--- src/hdl/encoder_setpoint_panel_controller_macros.svh ---
// Assertion macros for the encoder setpoint panel controller.
// Included by the top level; expects clk and rst_n in the including scope.
`ifndef ENCODER_SETPOINT_PANEL_CONTROLLER_MACROS_SVH
`define ENCODER_SETPOINT_PANEL_CONTROLLER_MACROS_SVH
`ifndef SYNTH
// Property that must hold at every clock edge outside reset.
`define ESP_ASSERT(lbl, prop) \
    lbl: assert property (@(posedge clk) disable iff (!rst_n) (prop)) \
        else $error("esp assertion failed");
// Implication checked from one clock edge to the next.
`define ESP_ASSERT_NEXT(lbl, ante, cons) \
    lbl: assert property (@(posedge clk) disable iff (!rst_n) (ante) |=> (cons)) \
        else $error("esp assertion failed");
`else
`define ESP_ASSERT(lbl, prop)
`define ESP_ASSERT_NEXT(lbl, ante, cons)
`endif
`endif

--- src/hdl/esp_pkg.sv ---
// Shared types and constants of the encoder setpoint panel controller.
// Used by the register block, the controller, the datapath and the top level.
package esp_pkg;

    // Encoder event codes.
    localparam logic [2:0] MODE_NONE         = 3'd0;
    localparam logic [2:0] MODE_SHORT_PRESS  = 3'd1;
    localparam logic [2:0] MODE_LONG_PRESS   = 3'd2;
    localparam logic [2:0] MODE_TURN_DOWN    = 3'd3;
    localparam logic [2:0] MODE_TURN_UP      = 3'd4;
    localparam logic [2:0] MODE_TURN_PRESSED = 3'd5;

    // Field selection codes.
    localparam logic [1:0] FIELD_NONE = 2'd0;
    localparam logic [1:0] FIELD_VOLT = 2'd1;
    localparam logic [1:0] FIELD_CURR = 2'd2;

    // Configuration register indexes.
    localparam int unsigned ADDR_BITS = 5;
    localparam logic [2:0] REG_VOLTAGE_LOW       = 3'd0;
    localparam logic [2:0] REG_VOLTAGE_HIGH      = 3'd1;
    localparam logic [2:0] REG_VOLTAGE_INCREMENT = 3'd2;
    localparam logic [2:0] REG_CURRENT_LOW       = 3'd3;
    localparam logic [2:0] REG_CURRENT_HIGH      = 3'd4;
    localparam logic [2:0] REG_CURRENT_INCREMENT = 3'd5;
    localparam logic [2:0] REG_EDITING_ALLOWED   = 3'd6;
    localparam logic [2:0] REG_MENU_AVAILABLE    = 3'd7;

    // Timing constants in milliseconds.
    localparam int unsigned FAST_TURN_MS     = 75;
    localparam int unsigned BLINK_MS         = 500;
    localparam int unsigned DOUBLE_CLICK_MS  = 1000;
    localparam int unsigned FAULT_RECHECK_MS = 1000;

    // Fast-turn step target and the remainder unit, two dividend bits per cycle.
    localparam logic [7:0] FAST_STEP = 8'd250;
    localparam logic [1:0] DIV_LAST  = 2'd3;

    typedef struct packed {
        logic [15:0] voltage_low;
        logic [15:0] voltage_high;
        logic [15:0] voltage_increment;
        logic [15:0] current_low;
        logic [15:0] current_high;
        logic [15:0] current_increment;
        logic        editing_allowed;
        logic        menu_available;
    } cfg_t;

    // Commands from the controller to the datapath.
    typedef struct packed {
        logic       load;
        logic       eval;
        logic       div;
        logic [1:0] div_idx;
        logic       sum;
        logic       apply;
    } cmd_t;

    // Status from the datapath to the controller.
    typedef struct packed {
        logic use_div;
    } stat_t;

    typedef struct packed {
        logic        menu_request;
        logic        editing_now;
        logic        fault_latched;
        logic        mark_current;
        logic        mark_voltage;
        logic        enable_pin_written;
        logic        enable_pin;
        logic        request_output;
        logic [15:0] current_setpoint;
        logic [15:0] voltage_setpoint;
    } res_t;

endpackage

--- src/hdl/esp_regs.sv ---
// APB configuration registers of the panel controller.
// Depends on esp_pkg for the register indexes and the cfg_t struct.
module esp_regs
    import esp_pkg::*;
(
    input  logic                 clk,
    input  logic                 rst_n,
    input  logic                 psel,
    input  logic                 penable,
    input  logic                 pwrite,
    input  logic [ADDR_BITS-1:0] paddr,
    input  logic [31:0]          pwdata,
    output logic [31:0]          prdata,
    output logic                 pready,
    output cfg_t                 cfg
);

    cfg_t       cfg_reg;
    cfg_t       cfg_next;
    logic [2:0] reg_idx;
    logic       wr_en;

    assign pready  = 1'b1;
    assign reg_idx = paddr[ADDR_BITS-1:2];
    assign wr_en   = psel && penable && pwrite;
    assign cfg     = cfg_reg;

    // Register write decode.
    always_comb
    begin
        cfg_next = cfg_reg;
        if (wr_en)
        begin
            case (reg_idx)
                REG_VOLTAGE_LOW:       cfg_next.voltage_low       = pwdata[15:0];
                REG_VOLTAGE_HIGH:      cfg_next.voltage_high      = pwdata[15:0];
                REG_VOLTAGE_INCREMENT: cfg_next.voltage_increment = pwdata[15:0];
                REG_CURRENT_LOW:       cfg_next.current_low       = pwdata[15:0];
                REG_CURRENT_HIGH:      cfg_next.current_high      = pwdata[15:0];
                REG_CURRENT_INCREMENT: cfg_next.current_increment = pwdata[15:0];
                REG_EDITING_ALLOWED:   cfg_next.editing_allowed   = pwdata[0];
                REG_MENU_AVAILABLE:    cfg_next.menu_available    = pwdata[0];
                default:               cfg_next = cfg_reg;
            endcase
        end
    end

    // Register storage with the power-on defaults.
    always_ff @(posedge clk or negedge rst_n)
    begin
        if (!rst_n)
        begin
            cfg_reg.voltage_low       <= 16'd3300;
            cfg_reg.voltage_high      <= 16'd21000;
            cfg_reg.voltage_increment <= 16'd20;
            cfg_reg.current_low       <= 16'd1000;
            cfg_reg.current_high      <= 16'd3000;
            cfg_reg.current_increment <= 16'd50;
            cfg_reg.editing_allowed   <= 1'b1;
            cfg_reg.menu_available    <= 1'b0;
        end
        else
        begin
            cfg_reg <= cfg_next;
        end
    end

    // Read-back multiplexer.
    always_comb
    begin
        case (reg_idx)
            REG_VOLTAGE_LOW:       prdata = {16'd0, cfg_reg.voltage_low};
            REG_VOLTAGE_HIGH:      prdata = {16'd0, cfg_reg.voltage_high};
            REG_VOLTAGE_INCREMENT: prdata = {16'd0, cfg_reg.voltage_increment};
            REG_CURRENT_LOW:       prdata = {16'd0, cfg_reg.current_low};
            REG_CURRENT_HIGH:      prdata = {16'd0, cfg_reg.current_high};
            REG_CURRENT_INCREMENT: prdata = {16'd0, cfg_reg.current_increment};
            REG_EDITING_ALLOWED:   prdata = {31'd0, cfg_reg.editing_allowed};
            REG_MENU_AVAILABLE:    prdata = {31'd0, cfg_reg.menu_available};
            default:               prdata = 32'd0;
        endcase
    end

endmodule

--- src/hdl/esp_ctrl.sv ---
// Sequencing state machine of the panel controller.
// Depends on esp_pkg for the command and status structs.
module esp_ctrl
    import esp_pkg::*;
(
    input  logic  clk,
    input  logic  rst_n,
    input  logic  in_valid,
    output logic  in_ready,
    output logic  out_valid,
    input  logic  out_ready,
    input  stat_t stat,
    output cmd_t  cmd
);

    typedef enum logic [2:0] {
        S_IDLE,
        S_EVAL,
        S_DIV,
        S_SUM,
        S_APPLY
    } state_t;

    state_t     state_reg;
    state_t     state_next;
    logic [1:0] cnt_reg;
    logic [1:0] cnt_next;
    logic       out_valid_reg;
    logic       out_valid_next;

    assign in_ready  = (state_reg == S_IDLE);
    assign out_valid = out_valid_reg;

    // Next state and command decode.
    always_comb
    begin
        state_next     = state_reg;
        cnt_next       = cnt_reg;
        out_valid_next = out_valid_reg && !out_ready;
        cmd            = '0;
        case (state_reg)
            S_IDLE:
            begin
                if (in_valid)
                begin
                    cmd.load   = 1'b1;
                    state_next = S_EVAL;
                end
            end
            S_EVAL:
            begin
                cmd.eval   = 1'b1;
                cnt_next   = 2'd0;
                state_next = stat.use_div ? S_DIV : S_SUM;
            end
            S_DIV:
            begin
                cmd.div     = 1'b1;
                cmd.div_idx = cnt_reg;
                cnt_next    = cnt_reg + 2'd1;
                if (cnt_reg == DIV_LAST)
                begin
                    state_next = S_SUM;
                end
            end
            S_SUM:
            begin
                cmd.sum    = 1'b1;
                state_next = S_APPLY;
            end
            S_APPLY:
            begin
                // Commit only once the output register is free.
                if (!out_valid_reg || out_ready)
                begin
                    cmd.apply      = 1'b1;
                    out_valid_next = 1'b1;
                    state_next     = S_IDLE;
                end
            end
            default:
            begin
                state_next = S_IDLE;
            end
        endcase
    end

    // State, iteration counter and output valid.
    always_ff @(posedge clk or negedge rst_n)
    begin
        if (!rst_n)
        begin
            state_reg     <= S_IDLE;
            cnt_reg       <= 2'd0;
            out_valid_reg <= 1'b0;
        end
        else
        begin
            state_reg     <= state_next;
            cnt_reg       <= cnt_next;
            out_valid_reg <= out_valid_next;
        end
    end

endmodule

--- src/hdl/esp_dp.sv ---
// Datapath of the panel controller: panel state, remainder unit, stepping and result.
// Depends on esp_pkg for codes, constants and the cfg, cmd, stat and result structs.
module esp_dp
    import esp_pkg::*;
#(
    parameter int unsigned TIME_BITS = 32
)
(
    input  logic        clk,
    input  logic        rst_n,
    input  cmd_t        cmd,
    input  cfg_t        cfg,
    input  logic [31:0] now_ms,
    input  logic [2:0]  mode,
    input  logic        fault_interrupt,
    input  logic        fault_present,
    input  logic        gate_readback,
    output stat_t       stat,
    output res_t        res
);

    // Captured request.
    logic [TIME_BITS-1:0] now_reg;
    logic [2:0]           mode_reg;
    logic                 irq_reg;
    logic                 fnow_reg;
    logic                 gate_reg;

    // Panel state.
    logic [15:0]          volt_reg;
    logic [15:0]          amp_reg;
    logic [1:0]           chosen_reg;
    logic                 edit_reg;
    logic                 blink_reg;
    logic [TIME_BITS-1:0] blink_stamp_reg;
    logic [TIME_BITS-1:0] click_stamp_reg;
    logic                 fault_reg;
    logic [TIME_BITS-1:0] fault_stamp_reg;
    logic                 enable_reg;
    logic                 started_reg;
    logic                 pin_reg;

    // Working registers.
    logic                 use_div_reg;
    logic [7:0]           rem_reg;
    logic [7:0]           rem_next;
    logic [15:0]          sum_reg;
    logic [15:0]          sum_next;
    res_t                 res_reg;
    res_t                 res_next;

    // Shared decode.
    logic [TIME_BITS-1:0] el_fault;
    logic [TIME_BITS-1:0] el_blink;
    logic [TIME_BITS-1:0] el_click;
    logic                 is_turn;
    logic                 turn_up;
    logic                 field_volt;
    logic [15:0]          sel_inc;
    logic [15:0]          sel_low;
    logic [15:0]          sel_high;
    logic                 use_div;

    // Remainder unit.
    logic [7:0]           div_bits;
    logic [16:0]          inc_ext;
    logic [16:0]          trial_a;
    logic [16:0]          part_a;
    logic [16:0]          trial_b;
    logic [16:0]          part_b;

    // Stepping.
    logic [15:0]          base;
    logic [15:0]          step;
    logic signed [17:0]   raw;
    logic signed [17:0]   lo_s;
    logic signed [17:0]   hi_s;
    logic signed [17:0]   above_lo;
    logic signed [17:0]   clamped;

    // Commit logic.
    logic                 fault_hit;
    logic                 fault_a;
    logic [TIME_BITS-1:0] fstamp_a;
    logic                 enable_a;
    logic                 pin_a;
    logic                 recheck;
    logic                 fault_b;
    logic [TIME_BITS-1:0] fstamp_b;
    logic                 req_a;
    logic                 blink_toggle;
    logic                 blink_n;
    logic [TIME_BITS-1:0] bstamp_n;
    logic                 active;
    logic                 edit_n;
    logic                 req_n;
    logic                 menu_n;
    logic                 started_n;
    logic [TIME_BITS-1:0] click_n;
    logic                 enable_n;
    logic                 pin_n;
    logic                 written_n;
    logic [1:0]           chosen_n;
    logic [15:0]          volt_n;
    logic [15:0]          amp_n;

    // Next field when the selection is turned through none, voltage and current.
    function automatic logic [1:0] field_rotate(input logic [1:0] field, input logic up);
        logic [1:0] nxt;
        begin
            case (field)
                FIELD_NONE: nxt = up ? FIELD_VOLT : FIELD_CURR;
                FIELD_VOLT: nxt = up ? FIELD_CURR : FIELD_NONE;
                FIELD_CURR: nxt = up ? FIELD_NONE : FIELD_VOLT;
                default:    nxt = up ? FIELD_VOLT : FIELD_CURR;
            endcase
            return nxt;
        end
    endfunction

    // Elapsed times, wrapping at the time width.
    assign el_fault = now_reg - fault_stamp_reg;
    assign el_blink = now_reg - blink_stamp_reg;
    assign el_click = now_reg - click_stamp_reg;

    // Event and field decode.
    assign is_turn    = (mode_reg == MODE_TURN_DOWN) || (mode_reg == MODE_TURN_UP);
    assign turn_up    = (mode_reg == MODE_TURN_UP);
    assign field_volt = (chosen_reg == FIELD_VOLT);
    assign sel_inc    = field_volt ? cfg.voltage_increment : cfg.current_increment;
    assign sel_low    = field_volt ? cfg.voltage_low : cfg.current_low;
    assign sel_high   = field_volt ? cfg.voltage_high : cfg.current_high;

    // A fast turn on an edited field needs the step 250 rounded down to the increment.
    assign use_div = is_turn && cfg.editing_allowed && edit_reg
                     && ((chosen_reg == FIELD_VOLT) || (chosen_reg == FIELD_CURR))
                     && (el_click <= TIME_BITS'(FAST_TURN_MS))
                     && (sel_inc != 16'd0);
    assign stat.use_div = use_div;

    // Restoring remainder of 250 by the increment, two dividend bits per cycle.
    assign div_bits = FAST_STEP << {cmd.div_idx, 1'b0};
    assign inc_ext  = {1'b0, sel_inc};
    assign trial_a  = {8'd0, rem_reg, div_bits[7]};
    assign part_a   = (trial_a >= inc_ext) ? (trial_a - inc_ext) : trial_a;
    assign trial_b  = {8'd0, part_a[7:0], div_bits[6]};
    assign part_b   = (trial_b >= inc_ext) ? (trial_b - inc_ext) : trial_b;
    assign rem_next = part_b[7:0];

    // Signed step and clamp; the high limit wins over the low one.
    assign base = field_volt
                  ? (started_reg ? volt_reg : cfg.voltage_low)
                  : (started_reg ? amp_reg : cfg.current_low);
    assign step = use_div_reg ? {8'd0, FAST_STEP - rem_reg} : sel_inc;
    assign raw  = turn_up ? ({2'b00, base} + {2'b00, step}) : ({2'b00, base} - {2'b00, step});
    assign lo_s = {2'b00, sel_low};
    assign hi_s = {2'b00, sel_high};
    assign above_lo = (raw < lo_s) ? lo_s : raw;
    assign clamped  = (above_lo > hi_s) ? hi_s : above_lo;
    assign sum_next = clamped[15:0];

    // Fault interrupt, then the periodic fault recheck.
    assign fault_hit = irq_reg && fnow_reg;
    assign fault_a   = irq_reg ? fnow_reg : fault_reg;
    assign fstamp_a  = fault_hit ? now_reg : fault_stamp_reg;
    assign enable_a  = fault_hit ? 1'b0 : enable_reg;
    assign pin_a     = fault_hit ? 1'b0 : pin_reg;
    assign recheck   = !irq_reg && fault_reg && (el_fault >= TIME_BITS'(FAULT_RECHECK_MS));
    assign fault_b   = recheck ? fnow_reg : fault_a;
    assign fstamp_b  = recheck ? now_reg : fstamp_a;
    assign req_a     = !started_reg || (recheck && !fnow_reg);

    // Blink phase and the highlight taken before the event.
    assign blink_toggle = edit_reg && (el_blink >= TIME_BITS'(BLINK_MS));
    assign blink_n      = blink_reg ^ blink_toggle;
    assign bstamp_n     = blink_toggle ? now_reg : blink_stamp_reg;
    assign active       = edit_reg ? blink_n : 1'b1;

    // Event handling.
    always_comb
    begin
        edit_n    = edit_reg;
        req_n     = req_a;
        menu_n    = 1'b0;
        started_n = 1'b1;
        click_n   = click_stamp_reg;
        enable_n  = enable_a;
        pin_n     = pin_a;
        written_n = fault_hit;
        chosen_n  = chosen_reg;
        volt_n    = started_reg ? volt_reg : cfg.voltage_low;
        amp_n     = started_reg ? amp_reg : cfg.current_low;
        case (mode_reg)
            MODE_SHORT_PRESS:
            begin
                if (chosen_reg != FIELD_NONE)
                begin
                    if (!edit_reg)
                    begin
                        edit_n = 1'b1;
                    end
                    else
                    begin
                        req_n  = 1'b1;
                        edit_n = 1'b0;
                    end
                end
                else if (cfg.menu_available && !enable_a)
                begin
                    // Double click with nothing selected and the output off.
                    if (el_click <= TIME_BITS'(DOUBLE_CLICK_MS))
                    begin
                        menu_n    = 1'b1;
                        started_n = 1'b0;
                    end
                    click_n = now_reg;
                end
            end
            MODE_LONG_PRESS:
            begin
                if (!edit_reg && !fault_b)
                begin
                    enable_n  = !enable_a;
                    pin_n     = gate_reg;
                    written_n = 1'b1;
                end
            end
            MODE_TURN_DOWN, MODE_TURN_UP:
            begin
                if (cfg.editing_allowed)
                begin
                    if (edit_reg)
                    begin
                        click_n = now_reg;
                        if (chosen_reg == FIELD_VOLT)
                        begin
                            volt_n = sum_reg;
                        end
                        else if (chosen_reg == FIELD_CURR)
                        begin
                            amp_n = sum_reg;
                        end
                    end
                    else
                    begin
                        chosen_n = field_rotate(chosen_reg, turn_up);
                    end
                end
            end
            default:
            begin
                edit_n = edit_reg;
            end
        endcase
    end

    // Result assembly.
    always_comb
    begin
        res_next.voltage_setpoint   = volt_n;
        res_next.current_setpoint   = amp_n;
        res_next.request_output     = req_n;
        res_next.enable_pin         = pin_n;
        res_next.enable_pin_written = written_n;
        res_next.mark_voltage       = (chosen_reg == FIELD_VOLT) && active;
        res_next.mark_current       = (chosen_reg == FIELD_CURR) && active;
        res_next.fault_latched      = fault_b;
        res_next.editing_now        = edit_n;
        res_next.menu_request       = menu_n;
    end

    assign res = res_reg;

    // Request capture and working registers.
    always_ff @(posedge clk)
    begin
        if (cmd.load)
        begin
            now_reg  <= TIME_BITS'(now_ms);
            mode_reg <= mode;
            irq_reg  <= fault_interrupt;
            fnow_reg <= fault_present;
            gate_reg <= gate_readback;
        end
        if (cmd.eval)
        begin
            use_div_reg <= use_div;
            rem_reg     <= 8'd0;
        end
        if (cmd.div)
        begin
            rem_reg <= rem_next;
        end
        if (cmd.sum)
        begin
            sum_reg <= sum_next;
        end
        if (cmd.apply)
        begin
            res_reg <= res_next;
        end
    end

    // Panel state, committed once per request.
    always_ff @(posedge clk or negedge rst_n)
    begin
        if (!rst_n)
        begin
            volt_reg        <= 16'd0;
            amp_reg         <= 16'd0;
            chosen_reg      <= FIELD_NONE;
            edit_reg        <= 1'b0;
            blink_reg       <= 1'b0;
            blink_stamp_reg <= '0;
            click_stamp_reg <= '0;
            fault_reg       <= 1'b0;
            fault_stamp_reg <= '0;
            enable_reg      <= 1'b0;
            started_reg     <= 1'b0;
            pin_reg         <= 1'b0;
        end
        else if (cmd.apply)
        begin
            volt_reg        <= volt_n;
            amp_reg         <= amp_n;
            chosen_reg      <= chosen_n;
            edit_reg        <= edit_n;
            blink_reg       <= blink_n;
            blink_stamp_reg <= bstamp_n;
            click_stamp_reg <= click_n;
            fault_reg       <= fault_b;
            fault_stamp_reg <= fstamp_b;
            enable_reg      <= enable_n;
            started_reg     <= started_n;
            pin_reg         <= pin_n;
        end
    end

endmodule

--- src/hdl/encoder_setpoint_panel_controller.sv ---
// Channel   Dir  Handshake            Contents
// s_*       in   s_tvalid / s_tready  time, fault flags, gate readback; event code in tuser
// m_*       out  m_tvalid / m_tready  setpoints, output request, pin, marks, flags
// APB       in   psel/penable/pready  eight configuration registers at 4-byte spacing
//
// A request without a fast turn passes through capture, decode, step and clamp, and commit
// before the next acceptance. A fast turn in edit mode adds the remainder unit, which works
// two dividend bits per cycle, between decode and step.
// The commit waits while an earlier result is still held in the output register.
// Reset returns the panel state to idle and the registers to their defaults; no clearing pass.
`include "encoder_setpoint_panel_controller_macros.svh"
module encoder_setpoint_panel_controller
    import esp_pkg::*;
#(
    parameter int unsigned TIME_BITS = 32
)
(
    input  logic                 clk,
    input  logic                 rst_n,
    input  logic                 s_tvalid,
    output logic                 s_tready,
    // [31:0] now_ms, [32] fault_interrupt, [33] fault_present, [34] gate_readback
    input  logic [39:0]          s_tdata,
    // [2:0] mode
    input  logic [2:0]           s_tuser,
    output logic                 m_tvalid,
    input  logic                 m_tready,
    // [15:0] voltage_setpoint, [31:16] current_setpoint, [32] request_output,
    // [33] enable_pin, [34] enable_pin_written, [35] mark_voltage,
    // [36] mark_current, [37] fault_latched, [38] editing_now, [39] menu_request
    output logic [39:0]          m_tdata,
    input  logic                 psel,
    input  logic                 penable,
    input  logic                 pwrite,
    input  logic [ADDR_BITS-1:0] paddr,
    input  logic [31:0]          pwdata,
    output logic [31:0]          prdata,
    output logic                 pready
);

    cfg_t  cfg;
    cmd_t  cmd;
    stat_t stat;
    res_t  res;

    // Configuration registers.
    esp_regs u_regs (
        .clk     (clk),
        .rst_n   (rst_n),
        .psel    (psel),
        .penable (penable),
        .pwrite  (pwrite),
        .paddr   (paddr),
        .pwdata  (pwdata),
        .prdata  (prdata),
        .pready  (pready),
        .cfg     (cfg)
    );

    // Sequencing.
    esp_ctrl u_ctrl (
        .clk       (clk),
        .rst_n     (rst_n),
        .in_valid  (s_tvalid),
        .in_ready  (s_tready),
        .out_valid (m_tvalid),
        .out_ready (m_tready),
        .stat      (stat),
        .cmd       (cmd)
    );

    // Panel state and arithmetic.
    esp_dp #(
        .TIME_BITS (TIME_BITS)
    ) u_dp (
        .clk             (clk),
        .rst_n           (rst_n),
        .cmd             (cmd),
        .cfg             (cfg),
        .now_ms          (s_tdata[31:0]),
        .mode            (s_tuser),
        .fault_interrupt (s_tdata[32]),
        .fault_present   (s_tdata[33]),
        .gate_readback   (s_tdata[34]),
        .stat            (stat),
        .res             (res)
    );

    // The result struct is laid out in output order, lowest field last.
    assign m_tdata = res;

    // A request that has just been taken keeps the input closed.
    `ESP_ASSERT_NEXT(a_busy_after_accept, s_tvalid && s_tready, !s_tready)
    // A commit never overwrites a result that is still waiting.
    `ESP_ASSERT(a_no_overwrite, !cmd.apply || !m_tvalid || m_tready)
    // The controller issues at most one command per cycle.
    `ESP_ASSERT(a_one_command, $onehot0({cmd.load, cmd.eval, cmd.div, cmd.sum, cmd.apply}))
    // The remainder unit only runs for a fast turn.
    `ESP_ASSERT_NEXT(a_div_follows_eval, cmd.eval && !stat.use_div, !cmd.div)

endmodule

--- config.mk ---
export PLATFORM = sky130hd
export DESIGN_NAME = encoder_setpoint_panel_controller
export DESIGN_NICKNAME = d
export VERILOG_FILES = /design/src/hdl/esp_pkg.sv /design/src/hdl/esp_regs.sv /design/src/hdl/esp_ctrl.sv /design/src/hdl/esp_dp.sv /design/src/hdl/encoder_setpoint_panel_controller.sv
export VERILOG_INCLUDE_DIRS = /design/src /design/src/hdl
export SDC_FILE = /design/constraint.sdc
export NUM_CORES = 1
export LEC_CHECK = 0
export BUFFER_PORTS_ARGS = -buffer_cell sky130_fd_sc_hd__buf_2
export CORE_ASPECT_RATIO = 0.7
export CORE_MARGIN = 4
export CORE_UTILIZATION = 40
export DETAILED_ROUTE_END_ITERATION = 12
export PLACE_DENSITY = 0.54
export SLEW_MARGIN = 20
export SYNTH_ARGS = -nofsm -noshare
export SYNTH_HDL_FRONTEND = slang
export SYNTH_SLANG_ARGS = --single-unit
--- constraint.sdc ---
create_clock -name clk -period 12.12 [get_ports clk]
set_clock_uncertainty 0.05 [all_clocks]
set_input_delay 0.606 -clock clk [delete_from_list [all_inputs] [get_ports clk]]
set_output_delay 0.606 -clock clk [all_outputs]
set_load 0.02 [all_outputs]
==> results.md, run 1 <==
- Pin placement for this block handled 162 I/O pins.
- The global placer's final weighted congestion is 0.957.
- In this run the vertical extent of the chip is 215 um.
- The number of distinct library cells after synthesis is 89.
- Global routing used 22.8% of the available tracks.
- Counting along the longest clock path gives a buffer depth of 3.
- The most repeated library cell on the critical path is sky130_fd_sc_hd__o21ai_0.
- Entering global routing, the biggest net connects 147 pins.
- The worst setup path is captured at a flip-flop.
- In this run the tightest slew margin relative to its limit is 22.8%.
- The average cell area after synthesis is 9.78 um2.
- For this design, the CTS-stage hold fixing added 0 buffers.
- In the routed layout, each cell is associated on average with a via count of 5.79.
- Yosys printed 0 warnings.
- In the synthesized netlist the async set-or-reset flop fraction comes to 70.0%.
- The post-route netlist has 19.8% of its cells at a drive strength greater than 1.
- The achievable clock frequency is 95.8 MHz.
- The synthesis-to-layout area growth is 11.2%.
- The routed wire length is 76900 um.
- The clock tree from TritonCTS is done.
- The number of max-cap violations is 0.
- For the final routed database, the setup TNS stands at 0 ns.
- During placement, the flow inserted port buffers numbering 121.
- The clock latency of the later-clocked register in the worst-skew pair is 0.60 ns.
- The register with the most flip-flops in the layout has 98 of them.
- Setup repair after global routing left no endpoint under its margin.
- The net switching power figure is 3.85 mW.
- In this run the core area contains 75 standard-cell rows.
- The via count of the first global-routing pass is 18700.
- The die is 304 um wide.
- The portion of total power attributed to the clock network is 15.2%.
- The total core area is 0.0603 mm2.
- The detail route stage leaves a number of antenna-violating nets equal to 0.
- The internal power contribution is 4.38 mW.
- The critical path's slowest cell is sky130_fd_sc_hd__o21ai_0.
- Of the total power, the share spent switching nets is 46.8%.
- The length of the first detailed-routing pass in iterations is 6.
- The die covers 0.0654 mm2.
- Setup violations remaining at the end of the flow were counted as 0.
- The startpoint of the most critical register-to-register path is u_dp.chosen_reg[1].
- In the final routed layout, each cell accounts on average for 22.4 um.
- The via count of the routed design is 19900.
- The max-slew violation count is 0.
- The largest area contributor in the netlist is sky130_fd_sc_hd__dfrtp_1.
- The post-synthesis sequential area ratio is 37.2%.
- The most used flip-flop cell after synthesis is sky130_fd_sc_hd__dfrtp_1.
- The worst endpoint data arrival time is 10.72 ns.
- The critical path ends at u_dp.sum_reg[7].
- The post-route minimum period is 10.44 ns.
- Setup slack on the worst reg-to-reg path comes out at 1.68 ns.
- The post-cts sizing count is 0.
- The H-tree was split into 2 levels.
- Once detailed placement completed, the half-perimeter wirelength came to 58300 um.
- The post-layout utilization of the core is 45.2%.
- In this run the post-CTS setup repair buffer count came out at 0.
- Ranked by total cell area, the synthesized netlist is headed by sky130_fd_sc_hd__dfrtp_1 22%, sky130_fd_sc_hd__edfxtp_1 13%, sky130_fd_sc_hd__mux2_2 11%.
- In this run, CTS created clock tree buffers numbering 39.
- The run finished with clean final reports.
- The total leakage power is 11.9 nW.
- The total congestion overflow after global routing is 0.
- The worst register-to-register path ends at u_dp.sum_reg[7].
- The total number of clock tree sinks is 343.
- The portion of the clock cycle consumed by the worst path in the final layout is 86.1%.
- The worst-case IR drop observed on VDD is 0.223 mV.
- In this run the power density over the cells is 302 mW/mm2.
- After synthesis the cells add up to 0.0245 mm2.
- Once the floorplan was initialized, standard cells occupied 40.7% of the core.
- The cell count after synthesis is 2510.
- The relative contribution of sequential cells to total power is 24.2%.
- Combinational logic is responsible for 60.6% of the overall power.
- The source of the critical timing path is u_dp.chosen_reg[1].
- The largest single stage delay on the critical path is 0.75 ns.
- The number of synthesized flops with an enable pin is 103.
- The worst-case reg-to-reg path depth is 39.
- In the final design database the tool counted 2867 nets.
- The type of the worst setup path is flip-flop to flip-flop.
- Synthesis inferred 343 register bits.
- After synthesis, the largest area contributor takes up 21.5% of total cell area.
- The number of failing hold endpoints at the final stage is 0.
- The worst setup margin is 1.68 ns.
- The initial antenna violation count is 5.
- The largest fanout on the critical path is 36.
- OpenSTA, run right after detailed placement, puts the worst setup slack at 1.89 ns.
- The class of the tightest hold or removal check is input port to async pin.
- The DRC violation count after routing is 0.
- The cell sitting at the root of the clock tree is a sky130_fd_sc_hd__clkbuf_16.
- For the worst setup path, the data required time is 12.40 ns.
- The DRC marker count from the first detailed-route iteration is 1954.
- The startpoint type of the worst setup path is a flip-flop.
- The clock edge transition at the registers on the reported setup and hold paths is 0.06 ns.
- For the pin with the worst max-slew slack, the measured transition is 1.15 ns.
- The first-pass GRT wire length is 116000 um.
final cells by class:
| cell class | count | area (um2) |
|---|---|---|
| repair buffers | 140 | 778 |
| clock buffers | 48 | 1060 |
| well taps | 808 | 1010 |
| flip-flops and latches | 343 | 9140 |
| clock inverters | 24 | 289 |
| diodes | 1 | 2.50 |
| fillers | 5758 | 33000 |
| inverters | 190 | 713 |
| multi-input cells | 1880 | 14300 |
critical path: cells and delay by family (launching register included):
family	cells	cell delay (ns)
fa+ha+maj	5	2.09
mux	1	0.66
simple gates	6	0.65
flops	1	0.39
compound gates	20	4.72
xor+xnor	1	0.30
buf+inv	6	1.27
per-stage QoR:
stage	cells	hold WS [ns]	cell area (um2)	power [mW]
floorplan	2525	0.260	24600	5.54
global placement	3360	0.426	25900	6.76
detailed placement	3361	0.429	25900	6.86
CTS	3433	0.0309	27300	8.16
global route	3434	0.0670	27300	8.89
finish	3434	0.0196	27300	8.23
power groups by stage:
stage          registers [mW]  logic, mW  clock network [mW]
5_1_grt                  2.03       5.53                1.33
2_1_floorplan            1.83       3.71                   0
3_5_place_dp             2.00       4.86                   0
3_3_place_gp             1.99       4.77                   0
6_report                 1.99       4.99                1.25
4_1_cts                  1.98       4.89                1.29
per-layer routing:
metal / vias up / routed length (um) / global-route usage (%)
li1: 9342 / - / -
met1: 9797 / 40500 / 37.9
met2: 674 / 27500 / 28.0
met3: 74 / 7890 / 7.16
met4: 2 / 929 / 3.78
met5: - / 12 / 0
synthesized netlist by cell type, types with 11 or more instances:
cell type	count
sky130_fd_sc_hd__o31ai_1	15
sky130_fd_sc_hd__o21ai_0	130
sky130_fd_sc_hd__nand3_1	35
sky130_fd_sc_hd__nor3_1	38
sky130_fd_sc_hd__buf_4	17
sky130_fd_sc_hd__a21boi_0	11
sky130_fd_sc_hd__o211ai_1	17
sky130_fd_sc_hd__o21a_1	40
sky130_fd_sc_hd__nand2_1	155
sky130_fd_sc_hd__nor2_1	163
sky130_fd_sc_hd__nor4_1	20
sky130_fd_sc_hd__dfrtp_1	211
sky130_fd_sc_hd__o21bai_1	17
sky130_fd_sc_hd__dfstp_2	29
sky130_fd_sc_hd__a21oi_1	179
sky130_fd_sc_hd__and2_1	13
sky130_fd_sc_hd__mux2i_1	115
sky130_fd_sc_hd__inv_1	189
sky130_fd_sc_hd__xnor2_1	43
sky130_fd_sc_hd__or3_1	12
sky130_fd_sc_hd__mux2_2	235
sky130_fd_sc_hd__nor2b_1	30
sky130_fd_sc_hd__xor2_1	37
sky130_fd_sc_hd__a211oi_1	20
sky130_fd_sc_hd__a21o_1	48
sky130_fd_sc_hd__clkbuf_1	78
sky130_fd_sc_hd__nand2b_1	30
sky130_fd_sc_hd__o22ai_1	16
sky130_fd_sc_hd__ha_1	180
sky130_fd_sc_hd__a22oi_1	22
sky130_fd_sc_hd__o2111ai_1	11
sky130_fd_sc_hd__nand4_1	31
sky130_fd_sc_hd__a31oi_1	11
sky130_fd_sc_hd__edfxtp_1	103
worst min path at each step:
| stage | startpoint | to | slack [ns] | cells after the start |
|---|---|---|---|---|
| 5_1_grt | rst_n | u_dp.blink_stamp_reg[4] | 0.07 | 1 |
| 3_5_place_dp | u_dp.blink_reg | u_dp.blink_reg | 0.43 | 1 |
| 6_report | rst_n | u_dp.blink_stamp_reg[4] | 0.02 | 1 |
| 2_1_floorplan | rst_n | u_ctrl.cnt_reg[0] | 0.26 | 0 |
| 4_1_cts | rst_n | u_dp.blink_stamp_reg[4] | 0.03 | 1 |
| 3_3_place_gp | u_dp.blink_reg | u_dp.blink_reg | 0.43 | 1 |
logic make-up after synthesis:
kind of cell / Yosys count / share of synthesized area [%]
multiplexers: 355 / 15.9
AND/OR/NAND/NOR: 584 / 11.6
XOR/XNOR: 80 / 2.86
other: 2 / 0.0306
AO/OA/AOI/OAI: 658 / 17.8
buffers and inverters: 302 / 4.96
adder cells (fa/ha/maj): 186 / 9.67
flip-flops: 343 / 37.2
layout by cell type (no fill, tap or decap), types with 10 or more instances in the layout:
master / n
sky130_fd_sc_hd__mux2_2: 235
sky130_fd_sc_hd__dfrtp_1: 210
sky130_fd_sc_hd__inv_1: 189
sky130_fd_sc_hd__ha_1: 179
sky130_fd_sc_hd__a21oi_1: 178
sky130_fd_sc_hd__nor2_1: 163
sky130_fd_sc_hd__nand2_1: 155
sky130_fd_sc_hd__o21ai_0: 130
sky130_fd_sc_hd__buf_2: 120
sky130_fd_sc_hd__mux2i_1: 115
sky130_fd_sc_hd__edfxtp_1: 103
sky130_fd_sc_hd__a21o_1: 48
sky130_fd_sc_hd__xnor2_1: 43
sky130_fd_sc_hd__o21a_1: 40
sky130_fd_sc_hd__clkbuf_16: 40
sky130_fd_sc_hd__xor2_1: 37
sky130_fd_sc_hd__nor3_1: 35
sky130_fd_sc_hd__nand3_1: 35
sky130_fd_sc_hd__nand4_1: 31
sky130_fd_sc_hd__nor2b_1: 30
sky130_fd_sc_hd__nand2b_1: 30
sky130_fd_sc_hd__dfstp_2: 29
sky130_fd_sc_hd__a22oi_1: 22
sky130_fd_sc_hd__nor4_1: 20
sky130_fd_sc_hd__a211oi_1: 20
sky130_fd_sc_hd__o211ai_1: 17
sky130_fd_sc_hd__conb_1: 17
sky130_fd_sc_hd__buf_4: 17
sky130_fd_sc_hd__o22ai_1: 16
sky130_fd_sc_hd__o21bai_1: 16
sky130_fd_sc_hd__o31ai_1: 15
sky130_fd_sc_hd__and2_1: 12
sky130_fd_sc_hd__or3_1: 12
sky130_fd_sc_hd__a21boi_0: 11
sky130_fd_sc_hd__a31oi_1: 11
sky130_fd_sc_hd__o2111ai_1: 11
sky130_fd_sc_hd__and3_1: 10
sky130_fd_sc_hd__nor3b_1: 10
Note: power is estimated with default switching activity, not from simulation.
==> run 2, diff against run 1 <==
- CORE_UTILIZATION: 40 -> 62
- PLACE_DENSITY: 0.54 -> 0.78
==> results.md, run 2 (same netlist as run 1, synthesis figures left out) <==
- The length of the first detailed-routing pass in iterations is 5.
- Entering global routing, the biggest net connects 111 pins.
- Global routing used 33.5% of the available tracks.
- Timing would allow up to 94.8 MHz.
- The number of fillers in the final layout is 3008.
- TritonCTS built the clock tree.
- The cell that appears most often on the critical path is sky130_fd_sc_hd__o21ai_0.
- The class of the tightest hold or removal check is input port to async pin.
- The total power per unit cell area is 309 mW/mm2.
- After global routing the overflow that remains totals 0.
- The register with the most flip-flops in the layout has 98 of them.
- The worst endpoint data arrival time is 10.92 ns.
- The total die area is 0.0429 mm2.
- Row generation in the floorplan step produced 60 rows.
- The detailed placer's ending HPWL is 55600 um.
- The type of element capturing the critical path is a flip-flop.
- The count of buffers inserted at the top-level ports is 121.
- The buffers inserted during post-CTS setup optimization is 0.
- The reg-to-reg endpoint is u_dp.sum_reg[15].
- Setup repair after global routing left no endpoint under its margin.
- Across all layers, the routed design uses 20400 vias.
- The portion of the clock cycle consumed by the worst path in the final layout is 87.0%.
- The type of the worst setup path is flip-flop to flip-flop.
- The total leakage power is 11.9 nW.
- 162 I/O pins were placed.
- The share of cells above drive strength 1 is 19.9%.
- Relative to the synthesized area, the layout overhead comes to 9.34%.
- For the pin with the worst max-slew slack, the measured transition is 1.08 ns.
- Summing internal, switching and leakage power gives 8.29 mW.
- The DRC violation count after routing is 0.
- Routability-driven placement finished with a final weighted congestion of 0.968.
- The initial antenna violation count was 5.
- In the final layout, the multi-input gates occupy 0.0143 mm2.
- The maximum VDD drop is 0.334 mV.
- The cell sitting at the root of the clock tree is a sky130_fd_sc_hd__clkbuf_16.
- The post-cts sizing count is 0.
- In this run, CTS created clock tree buffers numbering 36.
- Once detail routing completed, the nets flagged for antenna violations numbered 0.
- Headroom to the max-slew limit came out at 27.1%.
- The first global-routing pass estimated 112000 um of wire.
- The worst setup path is launched from a flip-flop.
- The die is 174 um tall.
- After routing, the total negative slack on setup checks comes to 0 ns.
- In the layout the commonest cells are 235 x sky130_fd_sc_hd__mux2_2, 210 x sky130_fd_sc_hd__dfrtp_1, 189 x sky130_fd_sc_hd__inv_1.
- In this design, the stage delay of the slowest critical-path cell is 0.81 ns.
- Wires add up to 73300 um.
- The worst path in the final design needs a cycle of 10.55 ns, including I/O delays and setup.
- The initial cell density of the core is 63.3%.
- The max-slew violation count is 0.
- The detailed-route vias per instance is 6.50.
- Registers take 0.00914 mm2.
- The total core area is 0.0387 mm2.
- The flow ran to the end, and the final reports show no timing, DRC or antenna violations.
- The total number of clock tree sinks is 343.
- The DRC marker count from the first detailed-route iteration is 2413.
- For this run, the post-layout net count is 2865.
- The via count of the first global-routing pass is 19000.
- In the final routed layout, each cell accounts on average for 23.3 um.
- The critical path's slowest cell is sky130_fd_sc_hd__o21ai_0.
- The number of max-cap violations is 0.
- Leaving out fill and tap cells, the most frequent cell in the layout is sky130_fd_sc_hd__mux2_2.
- After clock tree synthesis, the flow added hold-fix buffers numbering 0.
- The largest fanout on the critical path is 31.
- The clock edge transition at the registers on the reported setup and hold paths is 0.07 ns.
- For the worst-skew pair, the clock arrives at the later sink with an insertion delay of 0.56 ns.
- The die width is 246 um.
- In this run the number of H-tree levels came out at 2.
- The setup check on the worst reg-to-reg path leaves a slack of 1.57 ns.
- The number of failing hold endpoints at the final stage came to 0.
- The startpoint of the most critical register-to-register path is u_dp.chosen_reg[1].
- No sink is reached through more buffers than the 3 on the longest clock path.
- The worst-case reg-to-reg path depth is 38.
- For the worst setup path, the data required time is 12.49 ns.
- The final setup violation count is 0.
==> run 2: cell types whose count changed in the layout (fill, tap and decap cells not counted), sizes merged <==
cell	change
buf	+1
bufinv	+1
clkbuf	-3
clkinvlp	-3
clkinv	-4
inv	+2
==> run 2: critical path: cells and delay by family, from the launching register on <==
kind,cells,cell delay [ns]
flip-flops,1,0.38
buffers and inverters,5,0.98
AND/OR/NAND/NOR,5,0.60
AO/OA/AOI/OAI,20,4.95
XOR/XNOR,1,0.35
multiplexers,2,1.05
adder cells (fa/ha/maj),5,2.03
==> run 2: through the flow <==
step | instance area [um2] | utilization (%) | hold slack (ns) | setup slack, ns | instances
final | 26800 | 69.3 | 0.0781 | 1.57 | 3147
after CTS | 26800 | 69.2 | 0.129 | 1.50 | 3146
after global routing | 26800 | 69.3 | 0.124 | 0.847 | 3147
after detailed placement | 25600 | 66.0 | 0.434 | 1.57 | 3081
after global placement | 25600 | 66.0 | 0.424 | 1.83 | 3081
after floorplan | 24600 | - | 0.260 | 2.47 | 2525
==> run 2: how the worst max path moves through the flow <==
| stage | cells after the start | endpoint | slack (ns) | from |
|---|---|---|---|---|
| finish | 38 | u_dp.sum_reg[15] | 1.57 | u_dp.chosen_reg[1] |
| detailed placement | 38 | u_dp.sum_reg[15] | 1.57 | u_dp.chosen_reg[1] |
| CTS | 38 | u_dp.sum_reg[15] | 1.50 | u_dp.chosen_reg[1] |
| global placement | 38 | u_dp.sum_reg[15] | 1.83 | u_dp.chosen_reg[1] |
| global route | 38 | u_dp.sum_reg[15] | 0.85 | u_dp.chosen_reg[1] |
| floorplan | 44 | u_dp.sum_reg[11] | 2.47 | u_dp.chosen_reg[1] |
==> run 2: cell type report <==
class | instances | area share [%]
inverter | 190 | 2.66
tap | 527 | 2.46
timing repair buffer | 141 | 2.85
antenna | 1 | 0.00933
multi-input combinational | 1880 | 53.3
clock inverter | 20 | 0.979
clock buffer | 45 | 3.67
sequential | 343 | 34.0
==> run 2: power breakdown <==
group / switching [mW] / internal [mW] / total (mW) / leakage, nW
sequential: 0.333 / 1.64 / 1.97 / 3.87
clock: 0.499 / 0.691 / 1.19 / 0.624
combinational: 3.10 / 2.03 / 5.13 / 7.38
==> run 2: routing by layer <==
metal	track usage [%]	routed length, um
met4	5.20	1030
met3	15.2	10900
met2	40.4	26600
met5	0	21
met1	54.5	34800
==> run 3, diff against run 2 <==
- CORE_UTILIZATION: 62 -> 63
- PLACE_DENSITY: 0.78 -> 0.79
- SYNTH_HIERARCHICAL: unset -> 1
==> results.md, run 3 <==
- The final-layout worst hold slack is 0.0314 ns.
- The number of failing hold endpoints at the final stage is 0.
- Routability-driven placement finished with a final weighted congestion of 0.989.
- The count of buffers added on input and output ports is 121.
- The path class of the tightest hold or removal check is input port to async pin.
- The reg-to-reg endpoint is u_dp/sum_reg[6].
- The die width is 248 um.
- The buffers inserted during post-CTS setup optimization is 0.
- The via count of the first global-routing pass is 19300.
- In the synthesized netlist, the number of instances is 2559.
- The initial cell density of the core is 64.0%.
- 162 I/O pins were placed.
- The total core area is 0.0398 mm2.
- Detailed placement finished with a half-perimeter wire length of 56700 um.
- The average cell area after synthesis is 9.97 um2.
- The number of nets in the finished design is 2902.
- For this design the ratio of total power to cell area is 342 mW/mm2.
- STA classifies the critical path endpoint as a flip-flop.
- The critical path is of the flip-flop to flip-flop type.
- The pin count of the biggest net entering global routing is 125.
- The initial antenna violation count came to 5.
- The total number of clock tree sinks is 343.
- The max-slew violation count is 0.
- In this run the static leakage power is 12.5 nW.
- The net switching share of the total power is 47.8%.
- For the final routed database, the setup TNS stands at 0 ns.
- The pre-antenna-repair detailed-routing pass consisted of 6 iterations.
- The die span in y is 176 um.
- The total die area is 0.0438 mm2.
- The post-cts hold buffer count is 0.
- The net switching power figure is 4.49 mW.
- Power comes to 9.40 mW.
- The required time at the endpoint of the critical path is 12.36 ns.
- The internal power of the cells totals 4.91 mW.
- The cell area that synthesis handed to floorplanning was 0.0255 mm2.
- The share of total power dissipated in sequential elements is 21.7%.
- The smallest clock period supported by the final layout is computed as 9.82 ns.
- The total congestion overflow after global routing is 0.
- The synthesis-to-layout area growth is 7.66%.
- The worst endpoint data arrival time is 10.06 ns.
- Cells with a size suffix above 1 make up 19.5% of the layout.
- The clock latency of the later-clocked register in the worst-skew pair is 0.54 ns.
- Using the TritonRoute via totals, the vias-per-cell ratio works out to 6.46.
- The clock edge transition at the registers on the reported setup and hold paths is 0.07 ns.
- The maximum VDD drop is 0.283 mV.
- The first routing iteration left 2456 violations.
- The achievable clock frequency is 102 MHz.
- The worst path meets setup with 2.30 ns of slack.
- The count of synthesis-stage warnings from yosys is 6.
- The worst-case reg-to-reg path depth is 41.
- The number of flip-flops under the largest register name is 98.
- At the pin with the least slew margin, the transition time is 1.22 ns.
- Global routing used 33.5% of the available tracks.
- Across the run, the number of max-cap violations was 0.
- STA classifies the critical path startpoint as a flip-flop.
- The number of non-filler instances in the completed layout is 3192.
- The slack of the worst reg-to-reg path is 2.30 ns.
- The cell family contributing the most delay on the critical path is compound AO/OA/AOI/OAI gates.
- The startpoint identified for the worst register-to-register timing path is u_dp/chosen_reg[1].
- The number of levels the H-tree was split into is 2.
- The largest fanout on the critical path is 28.
- The number of placed instances, taps included is 3123.
- The portion of total power attributed to the clock network is 12.1%.
- The critical path's largest stage delay is 0.63 ns.
- Leaving out fill and tap cells, the most frequent cells in the layout are 210 x sky130_fd_sc_hd__dfrtp_1, 195 x sky130_fd_sc_hd__inv_1, 180 x sky130_fd_sc_hd__ha_1.
- The first-pass GRT wire length is 115000 um.
- Summed over all layers, the routed wires come to 75500 um.
- Buffers inserted during clock tree synthesis total 37.
- The clock tree from TritonCTS is done.
- Cells fill 68.9% of the core in the end.
- Dividing the final minimum period by the clock period gives 81.0%.
- The detail route stage leaves a number of antenna-violating nets equal to 0.
- The buffer and inverter count on the worst path is 5.
- The via count of the routed design is 20600.
- Headroom to the max-slew limit came out at 17.7%.
- The number of fillers in the final layout is 3055.
- The DRC violation count after routing is 0.
- The minimum setup slack after placement is 2.50 ns.
- The number of diodes added for antenna fixing is 0.
- After detailed routing, the average wire length per cell comes to 23.6 um.
- The tree is rooted in a sky130_fd_sc_hd__clkbuf_16.
- The flow ran to the end, and the final reports show no timing, DRC or antenna violations.
- Setup repair after global routing left no endpoint under its margin.
- Gates resized during post-CTS repair numbered 0.
- The cell area after layout is 0.0275 mm2.
- Leaving out fill and tap cells, the most frequent cell in the layout is sky130_fd_sc_hd__dfrtp_1.
- Setup violations remaining at the end of the flow were counted as 0.
- The slowest stage of the critical path belongs to the cell sky130_fd_sc_hd__ha_1.
- The placed standard-cell area is 0.0263 mm2.
- Of the total power, combinational logic draws 66.3%.
- In this run the deepest clock path goes through 3 buffers.
- The site row count is 61.
==> run 3: area by class of cell <==
class | instances | area, um2 | area share (%)
clock inverters | 17 | 123 | 0.447
clock buffers | 51 | 1060 | 3.87
repair buffers | 141 | 786 | 2.86
inverters | 195 | 732 | 2.67
well taps | 535 | 669 | 2.44
flip-flops and latches | 343 | 9140 | 33.3
multi-input cells | 1910 | 15000 | 54.5
==> run 3: per-layer routing <==
layer / global-route usage [%] / vias to the layer above / share of wire [%]
met5: 1.87 / - / 0.14
met4: 5.84 / 4 / 1.6
met3: 14.1 / 108 / 13
met2: 43.1 / 1063 / 37
met1: 52.3 / 10100 / 48
li1: - / 9381 / -
==> run 3: worst max-delay path by stage <==
stage	from	to	slack, ns	cells after the start
2_1_floorplan	u_dp/chosen_reg[1]	u_dp/sum_reg[10]	3.02	47
3_3_place_gp	u_dp/chosen_reg[1]	u_dp/sum_reg[6]	2.70	40
3_5_place_dp	u_dp/chosen_reg[1]	u_dp/sum_reg[6]	2.50	40
4_1_cts	u_dp/chosen_reg[1]	u_dp/sum_reg[6]	2.47	40
5_1_grt	u_dp/chosen_reg[1]	u_dp/sum_reg[6]	1.49	41
6_report	u_dp/chosen_reg[1]	u_dp/sum_reg[6]	2.30	41
==> run 3: power by group through the flow <==
stage	Sequential [mW]	Combinational, mW	Clock (mW)
floorplan	1.91	4.48	0
global placement	2.01	5.78	0
detailed placement	2.03	5.92	0
CTS	2.02	5.97	1.15
global route	2.08	6.75	1.20
finish	2.03	6.23	1.13
==> run 3: worst register-to-register path: cells and delay by family (launching register included) <==
kind,cells,cell delay [ns]
AOI/OAI and AO/OA,19,3.89
adders and majority gates,6,2.29
muxes,2,0.87
xor gates and xnor gates,1,0.15
DFF,1,0.38
and+or+nand+nor,8,0.95
buffers and inverters,5,1.00
